**config.mk**
```make
export PLATFORM = sky130hd
export DESIGN_NAME = decimal_text_glyph_renderer_core
export DESIGN_NICKNAME = d
export VERILOG_FILES = /design/src/rtl/dtgr_pkg.sv /design/src/rtl/decimal_text_glyph_renderer_core.sv /design/src/rtl/dtgr_front.sv /design/src/rtl/dtgr_fifo.sv /design/src/rtl/dtgr_back.sv
export VERILOG_INCLUDE_DIRS = /design/src /design/src/rtl
export SDC_FILE = /design/constraint.sdc
export NUM_CORES = 1
export LEC_CHECK = 0
export ABC_AREA = 1
export ABC_CLOCK_PERIOD_IN_PS = 5400
export BUFFER_PORTS_ARGS = -buffer_cell sky130_fd_sc_hd__clkbuf_2
export CAP_MARGIN = 10
export CELL_PAD_IN_SITES_DETAIL_PLACEMENT = 1
export CELL_PAD_IN_SITES_GLOBAL_PLACEMENT = 1
export CORE_ASPECT_RATIO = 0.8
export CORE_MARGIN = 5
export CORE_UTILIZATION = 46
export DETAILED_ROUTE_END_ITERATION = 8
export PLACE_DENSITY = 0.86
export RECOVER_POWER = 25
export REMOVE_ABC_BUFFERS = 1
export SETUP_SLACK_MARGIN = 0.5
export SLEW_MARGIN = 10
export SYNTH_ARGS = -nofsm -noshare
export SYNTH_HDL_FRONTEND = slang
export SYNTH_SLANG_ARGS = --single-unit
```
**constraint.sdc**
```tcl
create_clock -name clk -period 5.4 [get_ports clk]
set_clock_uncertainty 0.2 [all_clocks]
set_input_delay 0.54 -clock clk [delete_from_list [all_inputs] [get_ports clk]]
set_output_delay 0.54 -clock clk [all_outputs]
set_load 0.01 [all_outputs]
```
**src/rtl/assert_macros.svh**
```systemverilog
// assertion helpers shared by the rtl files
`ifndef ASSERT_MACROS_SVH
`define ASSERT_MACROS_SVH

// property must hold at every clock edge outside reset
`define ASSERT_CLK(label, prop, msg) \
    label: assert property (@(posedge clk) disable iff (!rst_n) prop) else $error(msg);

// condition must never be seen outside reset
`define ASSERT_NEVER(label, cond, msg) \
    label: assert property (@(posedge clk) disable iff (!rst_n) !(cond)) else $error(msg);

`endif

```
**src/rtl/dtgr_pkg.sv**
```systemverilog
// ----------------------------------------------------------------------------
// dtgr_pkg
// Types, constants and the 5x7 column font shared by the glyph renderer.
// ----------------------------------------------------------------------------
package dtgr_pkg;

    localparam int GLYPH_WIDTH = 5;
    localparam int COL_W       = 3;
    localparam int BLANK_W     = 2;
    localparam int BCD_DIGITS  = 5;
    localparam int BIN_W       = 16;
    localparam int FONT_ENTRIES = 95 * GLYPH_WIDTH;
    localparam int FONT_IDX_W  = $clog2(FONT_ENTRIES);

    localparam logic [6:0] FIRST_CODE = 7'd32;
    localparam logic [6:0] LAST_CODE  = 7'd126;
    localparam logic [6:0] CODE_SPACE = 7'd32;
    localparam logic [6:0] CODE_ZERO  = 7'd48;

    localparam logic [COL_W-1:0] LAST_COL = COL_W'(GLYPH_WIDTH - 1);

    // one glyph waiting to be drawn
    typedef struct packed {
        logic [6:0] code;
        logic       last;
    } glyph_cmd_t;

    localparam logic [6:0] FONT_COLS [0:FONT_ENTRIES-1] = '{
        7'h00,7'h00,7'h00,7'h00,7'h00, 7'h00,7'h00,7'h5F,7'h00,7'h00,
        7'h00,7'h07,7'h00,7'h07,7'h00, 7'h14,7'h7F,7'h14,7'h7F,7'h14,
        7'h24,7'h2A,7'h7F,7'h2A,7'h12, 7'h23,7'h13,7'h08,7'h64,7'h62,
        7'h36,7'h49,7'h55,7'h22,7'h50, 7'h00,7'h00,7'h03,7'h00,7'h00,
        7'h00,7'h1C,7'h22,7'h41,7'h00, 7'h00,7'h41,7'h22,7'h1C,7'h00,
        7'h14,7'h08,7'h3E,7'h08,7'h14, 7'h08,7'h08,7'h3E,7'h08,7'h08,
        7'h00,7'h50,7'h30,7'h00,7'h00, 7'h08,7'h08,7'h08,7'h08,7'h08,
        7'h00,7'h60,7'h60,7'h00,7'h00, 7'h20,7'h10,7'h08,7'h04,7'h02,
        7'h3E,7'h51,7'h49,7'h45,7'h3E, 7'h00,7'h42,7'h7F,7'h40,7'h00,
        7'h62,7'h51,7'h49,7'h49,7'h46, 7'h22,7'h41,7'h49,7'h49,7'h36,
        7'h18,7'h14,7'h12,7'h7F,7'h10, 7'h27,7'h45,7'h45,7'h45,7'h39,
        7'h3C,7'h4A,7'h49,7'h49,7'h30, 7'h01,7'h71,7'h09,7'h05,7'h03,
        7'h36,7'h49,7'h49,7'h49,7'h36, 7'h06,7'h49,7'h49,7'h29,7'h1E,
        7'h00,7'h36,7'h36,7'h00,7'h00, 7'h00,7'h56,7'h36,7'h00,7'h00,
        7'h08,7'h14,7'h22,7'h41,7'h00, 7'h14,7'h14,7'h14,7'h14,7'h14,
        7'h00,7'h41,7'h22,7'h14,7'h08, 7'h02,7'h01,7'h51,7'h09,7'h06,
        7'h32,7'h49,7'h79,7'h41,7'h3E, 7'h7C,7'h12,7'h11,7'h12,7'h7C,
        7'h41,7'h7F,7'h49,7'h49,7'h36, 7'h3E,7'h41,7'h41,7'h41,7'h22,
        7'h41,7'h7F,7'h41,7'h41,7'h3E, 7'h7F,7'h49,7'h49,7'h49,7'h41,
        7'h7F,7'h09,7'h09,7'h09,7'h01, 7'h3E,7'h41,7'h41,7'h49,7'h7A,
        7'h7F,7'h08,7'h08,7'h08,7'h7F, 7'h00,7'h41,7'h7F,7'h41,7'h00,
        7'h20,7'h40,7'h41,7'h3F,7'h01, 7'h7F,7'h08,7'h14,7'h22,7'h41,
        7'h7F,7'h40,7'h40,7'h40,7'h40, 7'h7F,7'h02,7'h0C,7'h02,7'h7F,
        7'h7F,7'h04,7'h08,7'h10,7'h7F, 7'h3E,7'h41,7'h41,7'h41,7'h3E,
        7'h7F,7'h09,7'h09,7'h09,7'h06, 7'h3E,7'h41,7'h51,7'h21,7'h5E,
        7'h7F,7'h09,7'h19,7'h29,7'h46, 7'h26,7'h49,7'h49,7'h49,7'h32,
        7'h01,7'h01,7'h7F,7'h01,7'h01, 7'h3F,7'h40,7'h40,7'h40,7'h3F,
        7'h1F,7'h20,7'h40,7'h20,7'h1F, 7'h3F,7'h40,7'h38,7'h40,7'h3F,
        7'h63,7'h14,7'h08,7'h14,7'h63, 7'h07,7'h08,7'h70,7'h08,7'h07,
        7'h61,7'h51,7'h49,7'h45,7'h43, 7'h00,7'h7F,7'h41,7'h41,7'h00,
        7'h02,7'h04,7'h08,7'h10,7'h20, 7'h00,7'h41,7'h41,7'h7F,7'h00,
        7'h04,7'h02,7'h01,7'h02,7'h04, 7'h40,7'h40,7'h40,7'h40,7'h40,
        7'h00,7'h01,7'h02,7'h04,7'h00, 7'h20,7'h54,7'h54,7'h54,7'h78,
        7'h7F,7'h48,7'h44,7'h44,7'h38, 7'h38,7'h44,7'h44,7'h44,7'h20,
        7'h38,7'h44,7'h44,7'h48,7'h7F, 7'h38,7'h54,7'h54,7'h54,7'h18,
        7'h08,7'h7E,7'h09,7'h01,7'h02, 7'h08,7'h54,7'h54,7'h54,7'h3C,
        7'h7F,7'h08,7'h04,7'h04,7'h78, 7'h00,7'h48,7'h7D,7'h40,7'h00,
        7'h20,7'h40,7'h44,7'h3D,7'h00, 7'h7F,7'h10,7'h28,7'h44,7'h00,
        7'h00,7'h41,7'h7F,7'h40,7'h00, 7'h7C,7'h04,7'h78,7'h04,7'h78,
        7'h7C,7'h08,7'h04,7'h04,7'h78, 7'h38,7'h44,7'h44,7'h44,7'h38,
        7'h7C,7'h14,7'h14,7'h14,7'h08, 7'h08,7'h14,7'h14,7'h18,7'h7C,
        7'h7C,7'h08,7'h04,7'h04,7'h08, 7'h48,7'h54,7'h54,7'h54,7'h20,
        7'h04,7'h3F,7'h44,7'h40,7'h20, 7'h3C,7'h40,7'h40,7'h20,7'h7C,
        7'h1C,7'h20,7'h40,7'h20,7'h1C, 7'h3C,7'h40,7'h30,7'h40,7'h3C,
        7'h44,7'h28,7'h10,7'h28,7'h44, 7'h0C,7'h50,7'h50,7'h50,7'h3C,
        7'h44,7'h64,7'h54,7'h4C,7'h44, 7'h00,7'h08,7'h36,7'h41,7'h00,
        7'h00,7'h00,7'h7F,7'h00,7'h00, 7'h00,7'h41,7'h36,7'h08,7'h00,
        7'h10,7'h08,7'h08,7'h10,7'h08
    };

    // column of a glyph; codes outside the printable range draw as space
    function automatic logic [6:0] font_column(input logic [6:0] code,
                                               input logic [COL_W-1:0] col);
        logic [6:0]            c;
        logic [FONT_IDX_W-1:0] idx;
        c   = (code < FIRST_CODE || code > LAST_CODE) ? CODE_SPACE : code;
        idx = FONT_IDX_W'(c - FIRST_CODE) * FONT_IDX_W'(GLYPH_WIDTH) + FONT_IDX_W'(col);
        return FONT_COLS[idx];
    endfunction

endpackage

```
**src/rtl/decimal_text_glyph_renderer_core.sv**
```systemverilog
// ----------------------------------------------------------------------------
// decimal_text_glyph_renderer_core
// Renders a printable character or a decimal number as 5x7 font columns.
// ----------------------------------------------------------------------------
// channel   direction  handshake          payload
// input     in         push / full        kind, character, number
// result    out        empty / pop        column_bits, glyph_end, last
//
// a character item gives 5 columns; a nonzero number gives 5 per digit plus 5
// per trailing blank, at most 40 columns; zero gives a single glyph
// a character is queued from S_CHAR once the queue has room; a number runs
// through the shift-add-3 converter, then S_SCAN queues its digits and S_BLANK
// its trailing blanks, both waiting while the queue is full; a new item is taken once all glyphs are queued
// the column sequencer sends one column per cycle while the queue holds a glyph,
// so output runs at one result per cycle while pop stays high
// reset clears the queue, the front state and the output valid register
// ----------------------------------------------------------------------------
module decimal_text_glyph_renderer_core
    import dtgr_pkg::*;
#(
    parameter int TRAIL_BLANKS = 3
)
(
    input  logic             clk,
    input  logic             rst_n,
    input  logic             push,
    output logic             full,
    input  logic             kind,
    input  logic [6:0]       character,
    input  logic [BIN_W-1:0] number,
    output logic             empty,
    input  logic             pop,
    output logic [6:0]       column_bits,
    output logic             glyph_end,
    output logic             last
);

    logic       q_push;
    logic       q_full;
    logic       q_pop;
    logic       q_empty;
    glyph_cmd_t q_wdata;
    glyph_cmd_t q_rdata;

    dtgr_front #(
        .TRAIL_BLANKS (TRAIL_BLANKS)
    ) u_front (
        .clk       (clk),
        .rst_n     (rst_n),
        .push      (push),
        .full      (full),
        .kind      (kind),
        .character (character),
        .number    (number),
        .q_push    (q_push),
        .q_data    (q_wdata),
        .q_full    (q_full)
    );

    dtgr_fifo u_fifo (
        .clk      (clk),
        .rst_n    (rst_n),
        .wr_en    (q_push),
        .wr_data  (q_wdata),
        .wr_full  (q_full),
        .rd_en    (q_pop),
        .rd_data  (q_rdata),
        .rd_empty (q_empty)
    );

    dtgr_back u_back (
        .clk         (clk),
        .rst_n       (rst_n),
        .q_empty     (q_empty),
        .q_data      (q_rdata),
        .q_pop       (q_pop),
        .empty       (empty),
        .pop         (pop),
        .column_bits (column_bits),
        .glyph_end   (glyph_end),
        .last        (last)
    );

endmodule

```
**src/rtl/dtgr_front.sv**
```systemverilog
// ----------------------------------------------------------------------------
// dtgr_front
// Accepts items, converts numbers to decimal by shift-add-3 and queues the
// glyph codes to draw, skipping leading zeros and adding trailing blanks.
// ----------------------------------------------------------------------------
`include "assert_macros.svh"

module dtgr_front
    import dtgr_pkg::*;
#(
    parameter int TRAIL_BLANKS = 3
)
(
    input  logic             clk,
    input  logic             rst_n,
    input  logic             push,
    output logic             full,
    input  logic             kind,
    input  logic [6:0]       character,
    input  logic [BIN_W-1:0] number,
    output logic             q_push,
    output glyph_cmd_t       q_data,
    input  logic             q_full
);

    localparam logic [2:0] S_IDLE  = 3'd0;
    localparam logic [2:0] S_CHAR  = 3'd1;
    localparam logic [2:0] S_CONV  = 3'd2;
    localparam logic [2:0] S_SCAN  = 3'd3;
    localparam logic [2:0] S_BLANK = 3'd4;

    localparam int BCD_W = 4 * BCD_DIGITS;
    localparam logic [3:0] CONV_LAST = 4'(BIN_W - 1);
    localparam logic [2:0] TOP_DIGIT = 3'(BCD_DIGITS - 1);
    localparam logic       NO_BLANKS = (TRAIL_BLANKS == 0);

    logic [2:0]         state_reg, state_next;
    logic [6:0]         code_reg, code_next;
    logic [BIN_W-1:0]   bin_reg, bin_next;
    logic [BCD_W-1:0]   bcd_reg, bcd_next;
    logic [3:0]         cnt_reg, cnt_next;
    logic [2:0]         idx_reg, idx_next;
    logic               started_reg, started_next;
    logic               zero_reg, zero_next;
    logic [BLANK_W-1:0] blank_reg, blank_next;

    logic [BCD_W-1:0]   bcd_adj;
    logic [3:0]         digit;
    logic               accept;
    logic               digit_last;

    assign full   = (state_reg != S_IDLE);
    assign accept = push && !full;

    // add 3 to every digit of 5 or more before the shift
    always_comb
    begin
        bcd_adj = bcd_reg;
        for (int i = 0; i < BCD_DIGITS; i++)
        begin
            if (bcd_reg[4*i +: 4] >= 4'd5)
            begin
                bcd_adj[4*i +: 4] = bcd_reg[4*i +: 4] + 4'd3;
            end
        end
    end

    assign digit      = bcd_reg[{idx_reg, 2'b00} +: 4];
    assign digit_last = (idx_reg == 3'd0) && (zero_reg || NO_BLANKS);

    always_comb
    begin
        state_next   = state_reg;
        code_next    = code_reg;
        bin_next     = bin_reg;
        bcd_next     = bcd_reg;
        cnt_next     = cnt_reg;
        idx_next     = idx_reg;
        started_next = started_reg;
        zero_next    = zero_reg;
        blank_next   = blank_reg;
        q_push       = 1'b0;
        q_data       = '{code: CODE_SPACE, last: 1'b0};
        unique case (state_reg)
            S_IDLE:
            begin
                if (accept)
                begin
                    code_next = character;
                    bin_next  = number;
                    bcd_next  = '0;
                    cnt_next  = '0;
                    zero_next = (number == '0);
                    state_next = kind ? S_CONV : S_CHAR;
                end
            end
            S_CHAR:
            begin
                if (!q_full)
                begin
                    q_push     = 1'b1;
                    q_data     = '{code: code_reg, last: 1'b1};
                    state_next = S_IDLE;
                end
            end
            S_CONV:
            begin
                bcd_next = {bcd_adj[BCD_W-2:0], bin_reg[BIN_W-1]};
                bin_next = {bin_reg[BIN_W-2:0], 1'b0};
                cnt_next = cnt_reg + 4'd1;
                if (cnt_reg == CONV_LAST)
                begin
                    idx_next     = TOP_DIGIT;
                    started_next = 1'b0;
                    state_next   = S_SCAN;
                end
            end
            S_SCAN:
            begin
                // leading zeros are dropped, the units digit always goes out
                if (!started_reg && digit == 4'd0 && idx_reg != 3'd0)
                begin
                    idx_next = idx_reg - 3'd1;
                end
                else if (!q_full)
                begin
                    q_push       = 1'b1;
                    q_data       = '{code: CODE_ZERO + {3'b000, digit}, last: digit_last};
                    started_next = 1'b1;
                    if (idx_reg == 3'd0)
                    begin
                        blank_next = BLANK_W'(TRAIL_BLANKS - 1);
                        state_next = digit_last ? S_IDLE : S_BLANK;
                    end
                    else
                    begin
                        idx_next = idx_reg - 3'd1;
                    end
                end
            end
            S_BLANK:
            begin
                if (!q_full)
                begin
                    q_push = 1'b1;
                    q_data = '{code: CODE_SPACE, last: (blank_reg == '0)};
                    if (blank_reg == '0)
                    begin
                        state_next = S_IDLE;
                    end
                    else
                    begin
                        blank_next = blank_reg - BLANK_W'(1);
                    end
                end
            end
            default:
            begin
                state_next = S_IDLE;
            end
        endcase
    end

    always_ff @(posedge clk or negedge rst_n)
    begin
        if (!rst_n)
        begin
            state_reg <= S_IDLE;
        end
        else
        begin
            state_reg <= state_next;
        end
    end

    always_ff @(posedge clk)
    begin
        code_reg    <= code_next;
        bin_reg     <= bin_next;
        bcd_reg     <= bcd_next;
        cnt_reg     <= cnt_next;
        idx_reg     <= idx_next;
        started_reg <= started_next;
        zero_reg    <= zero_next;
        blank_reg   <= blank_next;
    end

    `ASSERT_CLK(a_accept_busy, accept |=> (state_reg == S_CHAR || state_reg == S_CONV), "front not busy after accept")
    `ASSERT_NEVER(a_scan_idx, state_reg == S_SCAN && idx_reg > TOP_DIGIT, "digit index out of range")

endmodule

```
**src/rtl/dtgr_fifo.sv**
```systemverilog
// ----------------------------------------------------------------------------
// dtgr_fifo
// Short glyph queue that decouples the front from the column sequencer.
// ----------------------------------------------------------------------------
`include "assert_macros.svh"

module dtgr_fifo
    import dtgr_pkg::*;
(
    input  logic       clk,
    input  logic       rst_n,
    input  logic       wr_en,
    input  glyph_cmd_t wr_data,
    output logic       wr_full,
    input  logic       rd_en,
    output glyph_cmd_t rd_data,
    output logic       rd_empty
);

    localparam int DEPTH = 4;
    localparam int PTR_W = $clog2(DEPTH);

    glyph_cmd_t         mem_reg [0:DEPTH-1];
    logic [PTR_W-1:0]   wr_ptr_reg, rd_ptr_reg;
    logic [PTR_W:0]     cnt_reg;

    assign wr_full  = (cnt_reg == (PTR_W+1)'(DEPTH));
    assign rd_empty = (cnt_reg == '0);
    assign rd_data  = mem_reg[rd_ptr_reg];

    always_ff @(posedge clk)
    begin
        if (wr_en)
        begin
            mem_reg[wr_ptr_reg] <= wr_data;
        end
    end

    always_ff @(posedge clk or negedge rst_n)
    begin
        if (!rst_n)
        begin
            wr_ptr_reg <= '0;
            rd_ptr_reg <= '0;
            cnt_reg    <= '0;
        end
        else
        begin
            if (wr_en)
            begin
                wr_ptr_reg <= wr_ptr_reg + PTR_W'(1);
            end
            if (rd_en)
            begin
                rd_ptr_reg <= rd_ptr_reg + PTR_W'(1);
            end
            cnt_reg <= cnt_reg + (PTR_W+1)'(wr_en) - (PTR_W+1)'(rd_en);
        end
    end

    `ASSERT_NEVER(a_no_overflow, wr_en && wr_full, "glyph queue written while full")
    `ASSERT_NEVER(a_no_underflow, rd_en && rd_empty, "glyph queue read while empty")

endmodule

```
**src/rtl/dtgr_back.sv**
```systemverilog
// ----------------------------------------------------------------------------
// dtgr_back
// Walks each queued glyph through its five font columns into the output
// register, one column per cycle while the register is free or being taken.
// ----------------------------------------------------------------------------
`include "assert_macros.svh"

module dtgr_back
    import dtgr_pkg::*;
(
    input  logic       clk,
    input  logic       rst_n,
    input  logic       q_empty,
    input  glyph_cmd_t q_data,
    output logic       q_pop,
    output logic       empty,
    input  logic       pop,
    output logic [6:0] column_bits,
    output logic       glyph_end,
    output logic       last
);

    logic [COL_W-1:0] col_reg;
    logic             out_valid_reg;
    logic [6:0]       col_bits_reg;
    logic             gend_reg;
    logic             last_reg;
    logic             load;
    logic             end_col;

    assign end_col = (col_reg == LAST_COL);
    // output register refills whenever it is free or being taken and the queue holds a glyph
    assign load    = !q_empty && (!out_valid_reg || pop);
    assign q_pop   = load && end_col;

    always_ff @(posedge clk or negedge rst_n)
    begin
        if (!rst_n)
        begin
            col_reg       <= '0;
            out_valid_reg <= 1'b0;
        end
        else
        begin
            if (load)
            begin
                col_reg <= end_col ? '0 : col_reg + COL_W'(1);
            end
            if (load)
            begin
                out_valid_reg <= 1'b1;
            end
            else if (pop)
            begin
                out_valid_reg <= 1'b0;
            end
        end
    end

    always_ff @(posedge clk)
    begin
        if (load)
        begin
            col_bits_reg <= font_column(q_data.code, col_reg);
            gend_reg     <= end_col;
            last_reg     <= end_col && q_data.last;
        end
    end

    assign empty       = !out_valid_reg;
    assign column_bits = col_bits_reg;
    assign glyph_end   = gend_reg;
    assign last        = last_reg;

    `ASSERT_NEVER(a_col_range, col_reg > LAST_COL, "column counter past glyph width")
    `ASSERT_CLK(a_last_on_end, (out_valid_reg && last_reg) |-> gend_reg, "last without glyph end")

endmodule

```
==> metrics.csv, run 1 <==
stage;metric;value;unit
timing;tightest_slew;1490;ps
final_layout;fill_cells;2976;
route;drtPass1Iterations;7;
worst_setup_path;worstPathRequired;5310;ps
cts;cts_max_path_buffers;2;
logic_synthesis;yosys.area.top_type;edfxtp_1;
flow_run;drv_cap;0;
logic_synthesis;synth-seq-cells;109;
logic_synthesis;synth-edff-count;95;
placement;dp_hpwl;32.6;mm
logic_synthesis;synthDistinctLibCells;44;
timing;rsz0062_at_grt;false;
global_routing;track_usage;34.0;%
global_routing;grt_pass1_vias;11386;
logic_synthesis;synth_top_flop_cell;edfxtp_1;
worst_setup_path;cp-end-kind;register;
logic_synthesis;yosysTopAreaCellShare;27.9;%
global_routing;overflow;0;
cts;clkTransAtPathRegs;90;ps
timing;period_share;93.2;%
route;drtIter0Drc;1609;
worst_setup_path;critical_path.max_fanout;8;
logic_synthesis;synth_seq_area_share;31.4;%
placement;routabilityCongestion;1.10;
worst_hold_path;hp-class;in -> reg;
timing;relSlewSlack;0.544;%
route;route.detailed.drc;0;
die;die_w;177;um
final_layout;largest_reg_flops;32;
route;wl_per_cell;22.9;um
timing;fin_setup_tns;0;ps
logic_synthesis;async_reset_ff_share;12.8;%
die;die_area;25300;um^2
cts;insertion_delay;360;ps
die;initial_core_util;47.0;%
worst_setup_path;cp_slowest_cell;fa_2;
final_layout;diodes;0;
cts;cts_max_level;3;
logic_synthesis;synth_common_cells;nand2_1, nand3_1, inv_1;
cts;cts.sinks;109;
worst_setup_path;rr_startpoint;u_fifo.rd_ptr_reg[0];
timing;setup_viol;0;
logic_synthesis;syn_area;10200;um^2
worst_setup_path;crit_top_cell;nand2_1;
global_routing;grt_max_degree;59;
logic_synthesis;synth.most_common_cell;nand2_1;
worst_setup_path;cp-startpoint;u_fifo.rd_ptr_reg[0];
logic_synthesis;avgSynthCellArea;6.44;um^2
worst_setup_path;critPathLaunchType;register;
worst_setup_path;criticalPathCategory;reg -> reg;
global_routing;grt_pass1_wl;66.3;mm
worst_setup_path;cp.arrival;4950;ps
global_routing;antenna_found_initial;0;
cts;cts-root-buf;clkbuf_16;
final_layout;final_nets;1732;
final_layout;area_growth;14.2;%
route;vias_per_cell;5.96;
cts;cts_inserted_buffers;9;
cts;cts_tree;built;
die;io_pins;39;
timing;slew_violations;0;
worst_setup_path;slowest_delay;550;ps
final_layout;drive_above_1_share;14.1;%
die;die_y;143;um
timing;fin_crit;5040;ps
logic_synthesis;syn_inst;1585;
outcome;outcome;complete, no violations;
worst_hold_path;hold_start;character[2];
route;route.antenna.remaining_nets;0;
logic_synthesis;yosys_warnings;0;
timing;max_clock_freq;0.199;GHz
placement;portBuffers;38;
timing;hold_viol_final;0;
die;floorplan.rows;48;
route;wl;44.6;mm
route;vias;11608;
die;core_area;21700;um^2
logic_synthesis;synth_area_leaders;edfxtp_1, nand2_1, nand3_1;
## cell type report
class                      instances  area [um^2]  area share, %
clock buffer                      10          229           1.96
clock inverter                     6         70.1          0.601
inverter                         174          678           5.82
multi-input combinational       1231         6190           53.1
sequential                       109         3200           27.5
tap                              300          375           3.22
timing repair buffer             115          901           7.73
timing repair inverter             2         11.3         0.0966
## cell families (layout without fill, tap and decap cells)
kind of cell	Yosys count	after routing	share of synthesized area [%]
flops	109	109	31.4
compound gates	149	149	7.91
fa+ha+maj	62	62	7.74
simple gates	1009	1009	40.6
buf+inv	245	307	11.1
xor+xnor	11	11	1.29
## metal layers
layer,wire length (um),global-route usage (%),part of all wire (%)
met1,18500,47.0,41
met5,0,0,0
met3,5750,12.5,13
met4,1720,10.2,3.9
met2,18600,50.0,42
## critical path: cells and delay by family (launching register included)
family | cells | cell delay [ps]
buffers and inverters | 9 | 1110
DFF | 1 | 470
adders and majority gates | 3 | 1050
AOI/OAI and AO/OA | 1 | 150
and+or+nand+nor | 18 | 1810
## layout by cell type, fill, tap and decap left out, types with 4 or more instances in the layout
master       n
inv_1      151
nor4_1       4
buf_4       56
o21ai_2      9
buf_12       8
dfrtp_1     14
nor2_2       4
clkbuf_2    29
buf_6        7
nand2_2     39
o21ai_0     57
xor2_1       7
clkbuf_1    12
nor2_1      54
nor3_1      12
a21oi_2      5
nand2_1    666
nand3_2      8
inv_2       16
nand3_1    202
nand2_4      7
edfxtp_1    95
nand4_1      4
ha_1        53
clkbuf_16    9
a21oi_1     31
inv_4        4
ha_4         4
o21ai_1     30
## worst paths after layout
kind,to,slack (ps),cells past startpoint
max in group asynchronous,u_fifo.wr_ptr_reg[0],3690,2
hold / removal,u_front.code_reg[2],160,1
setup / recovery,u_back.column_bits[0],360,31
setup reg to reg,u_back.column_bits[0],360,31
hold reg to reg,u_front.bin_reg[13],320,2
min in group asynchronous,u_back.col_reg[1],700,2
## stage by stage
stage               cell area, um^2  hold slack, ps  util [%]  std cells  worst slack, ps
floorplan                      9740            44.4         -       1514              121
detailed placement            10800             305      49.6       1904             17.0
finish                        11700             163      53.6       1947              365
global placement              10800             291      49.6       1904              169
global route                  11700             155      53.6       1947              275
CTS                           11200             156      51.3       1925              501
## timing repair
item / CTS / global route
pin swaps: 2 / 15
gates resized for setup: 17 / 116
hold buffers: 1 / 0
endpoints found under the hold margin: 14 / 0
cloned: 0 / 2
setup endpoints to repair: 7 / 7
setup buffers: 4 / 20
Power of run 1 is left out: the tool's default activity adds up to more than one toggle a clock period on the data nets, which glitch-free logic cannot reach.
==> run 2: changes to the inputs <==
Settings changed: ABC_CLOCK_PERIOD_IN_PS 5400 to 5200.
Clock period 5.4 ns to 5.2 ns, I/O delays scaled along.
==> metrics.csv, run 2 (same netlist as run 1, synthesis figures left out) <==
stage;metric;value;unit;change
outcome;outcome;finished with violations;;
route;drtPass1Iterations;6;;-1
final_layout;fin_cells;1939;;-0.41%
die;core_area;21700;um^2;unchanged
worst_setup_path;worstPathRequired;5110;ps;-200 ps
worst_hold_path;hold_start;character[3];;
placement;placed_area;10700;um^2;-0.51%
route;vias;11728;;+1.0%
timing;rsz0062_at_grt;true;;
die;die_w;177;um;unchanged
worst_hold_path;hp-class;in -> reg;;
die;die_area;25300;um^2;unchanged
placement;routabilityCongestion;1.09;;-0.76%
cts;cts_inserted_buffers;9;;unchanged
final_layout;layout_common_cells;nand2_1, nand3_1, inv_1, edfxtp_1, o21ai_0;;
final_layout;final_nets;1724;;-0.46%
worst_setup_path;slowest_delay;480;ps;-70 ps
final_layout;final_cell_area;11800;um^2;+1.3%
worst_setup_path;critical_path.max_fanout;7;;-1
global_routing;grt_max_degree;61;;+3.4%
worst_setup_path;crit_top_cell;nand2_1;;
worst_setup_path;cp_top_family;simple AND/OR/NAND/NOR gates;;
worst_setup_path;cp-end-kind;register;;
worst_setup_path;rr_startpoint;u_fifo.rd_ptr_reg[0];;
cts;cts-root-buf;clkbuf_16;;
global_routing;grt_pass1_vias;11439;;+0.47%
timing;fin_crit;4830;ps;-210 ps
cts;clkTransAtPathRegs;80;ps;about the same
worst_setup_path;cp_slowest_cell;fa_2;;
placement;dp_hpwl;31.9;mm;-1.9%
worst_setup_path;path_buf_inv;7;;-2
worst_setup_path;criticalPathCategory;reg -> reg;;
global_routing;track_usage;34.3;%;+0.29 points
route;route.detailed.drc;0;;unchanged
cts;cts_max_level;3;;unchanged
worst_setup_path;cp.arrival;4740;ps;-210 ps
global_routing;antenna_found_initial;0;;unchanged
cts;cts_max_path_buffers;2;;unchanged
die;initial_core_util;47.0;%;unchanged
die;die_y;143;um;unchanged
global_routing;overflow;0;;unchanged
worst_hold_path;worstHoldPathCells;1;;unchanged
final_layout;mostFrequentLayoutCell;nand2_1;;
global_routing;grt_pass1_wl;66.8;mm;+0.69%
timing;setup_slack;374;ps;+9.59 ps
cts;cts_tree;built;;
timing;tightest_slew;1520;ps;+24.3 ps
final_layout;fin_util;54.4;%;+0.72 points
placement;dp.cells;1895;;-0.47%
outcome;violations;max-capacitance violations, max-slew violations;;
route;wl;45.9;mm;+3.1%
final_layout;largest_reg_flops;32;;unchanged
route;drtIter0Drc;1725;;+7.2%
timing;setup_viol;0;;unchanged
final_layout;diodes;0;;unchanged
placement;portBuffers;38;;unchanged
cts;insertion_delay;360;ps;about the same
timing;period_share;92.8;%;-0.44 points
final_layout;drive_above_1_share;15.5;%;+1.4 points
placement;pre_cts_slack;-45.4;ps;-62.4 ps
timing;relSlewSlack;-1.08;%;-1.6 points
cts;cts.sinks;109;;unchanged
worst_setup_path;critPathLaunchType;register;;
die;floorplan.rows;48;;unchanged
die;io_pins;39;;unchanged
final_layout;area_growth;15.7;%;
route;route.antenna.remaining_nets;0;;unchanged
worst_setup_path;reg2reg_setup_slack;370;ps;about the same
flow_run;drv_cap;1;;+1
route;vias_per_cell;6.05;;+1.5%
timing;hold_viol_final;0;;unchanged
timing;slew_violations;30;;+30
worst_hold_path;min_to;u_front.code_reg[3];;
worst_setup_path;r2r_cells;31;;unchanged
route;wl_per_cell;23.7;um;+3.5%
timing;max_clock_freq;0.207;GHz;+4.3%
worst_setup_path;regToRegEndpoint;u_back.column_bits[5];;
[run 2: worst max path at each step]
stage	startpoint	end	slack [ps]	cells past startpoint
floorplan	u_fifo.rd_ptr_reg[0]	u_back.column_bits[5]	-80	29
global placement	u_fifo.rd_ptr_reg[0]	u_back.column_bits[2]	50	28
finish	u_fifo.rd_ptr_reg[0]	u_back.column_bits[5]	370	31
detailed placement	u_fifo.rd_ptr_reg[0]	u_back.column_bits[2]	-50	28
global route	u_fifo.rd_ptr_reg[0]	u_back.column_bits[1]	220	30
CTS	u_fifo.rd_ptr_reg[0]	u_back.column_bits[3]	500	28
[run 2: cell type report]
type / count / area (um^2)
fillers: 2887 / 9920
clock inverters: 6 / 53.8
flip-flops and latches: 109 / 3200
repair inverters: 1 / 6.26
well taps: 300 / 375
repair buffers: 108 / 918
multi-input cells: 1231 / 6350
clock buffers: 10 / 229
inverters: 174 / 683
[run 2: through the flow]
stage / TNS [ps] / hold WS (ps)
after floorplan: -350 / 24.4
after global placement: 0 / 276
after detailed placement: -90.6 / 279
after CTS: 0 / 132
after global routing: 0 / 123
final: 0 / 138
[run 2: layer usage]
metal,part of all wire (%),up-vias,GRT usage [%]
li1,-,5191,-
met1,40,5618,47.5
met2,43,766,51.7
met3,13,153,11.2
met4,3.6,0,9.65
met5,0,-,0
[run 2: repair_timing]
| action | in CTS | in global routing |
|---|---|---|
| setup endpoints to repair | 7 | 7 |
| gates resized for setup | 64 | 101 |
| setup buffers | 3 | 18 |
| pin swaps | 7 | 18 |
| hold buffers | 1 | 0 |
| cloned | 3 | 3 |
| endpoints found under the hold margin | 14 | 0 |
Power of run 2 is left out for the same reason.
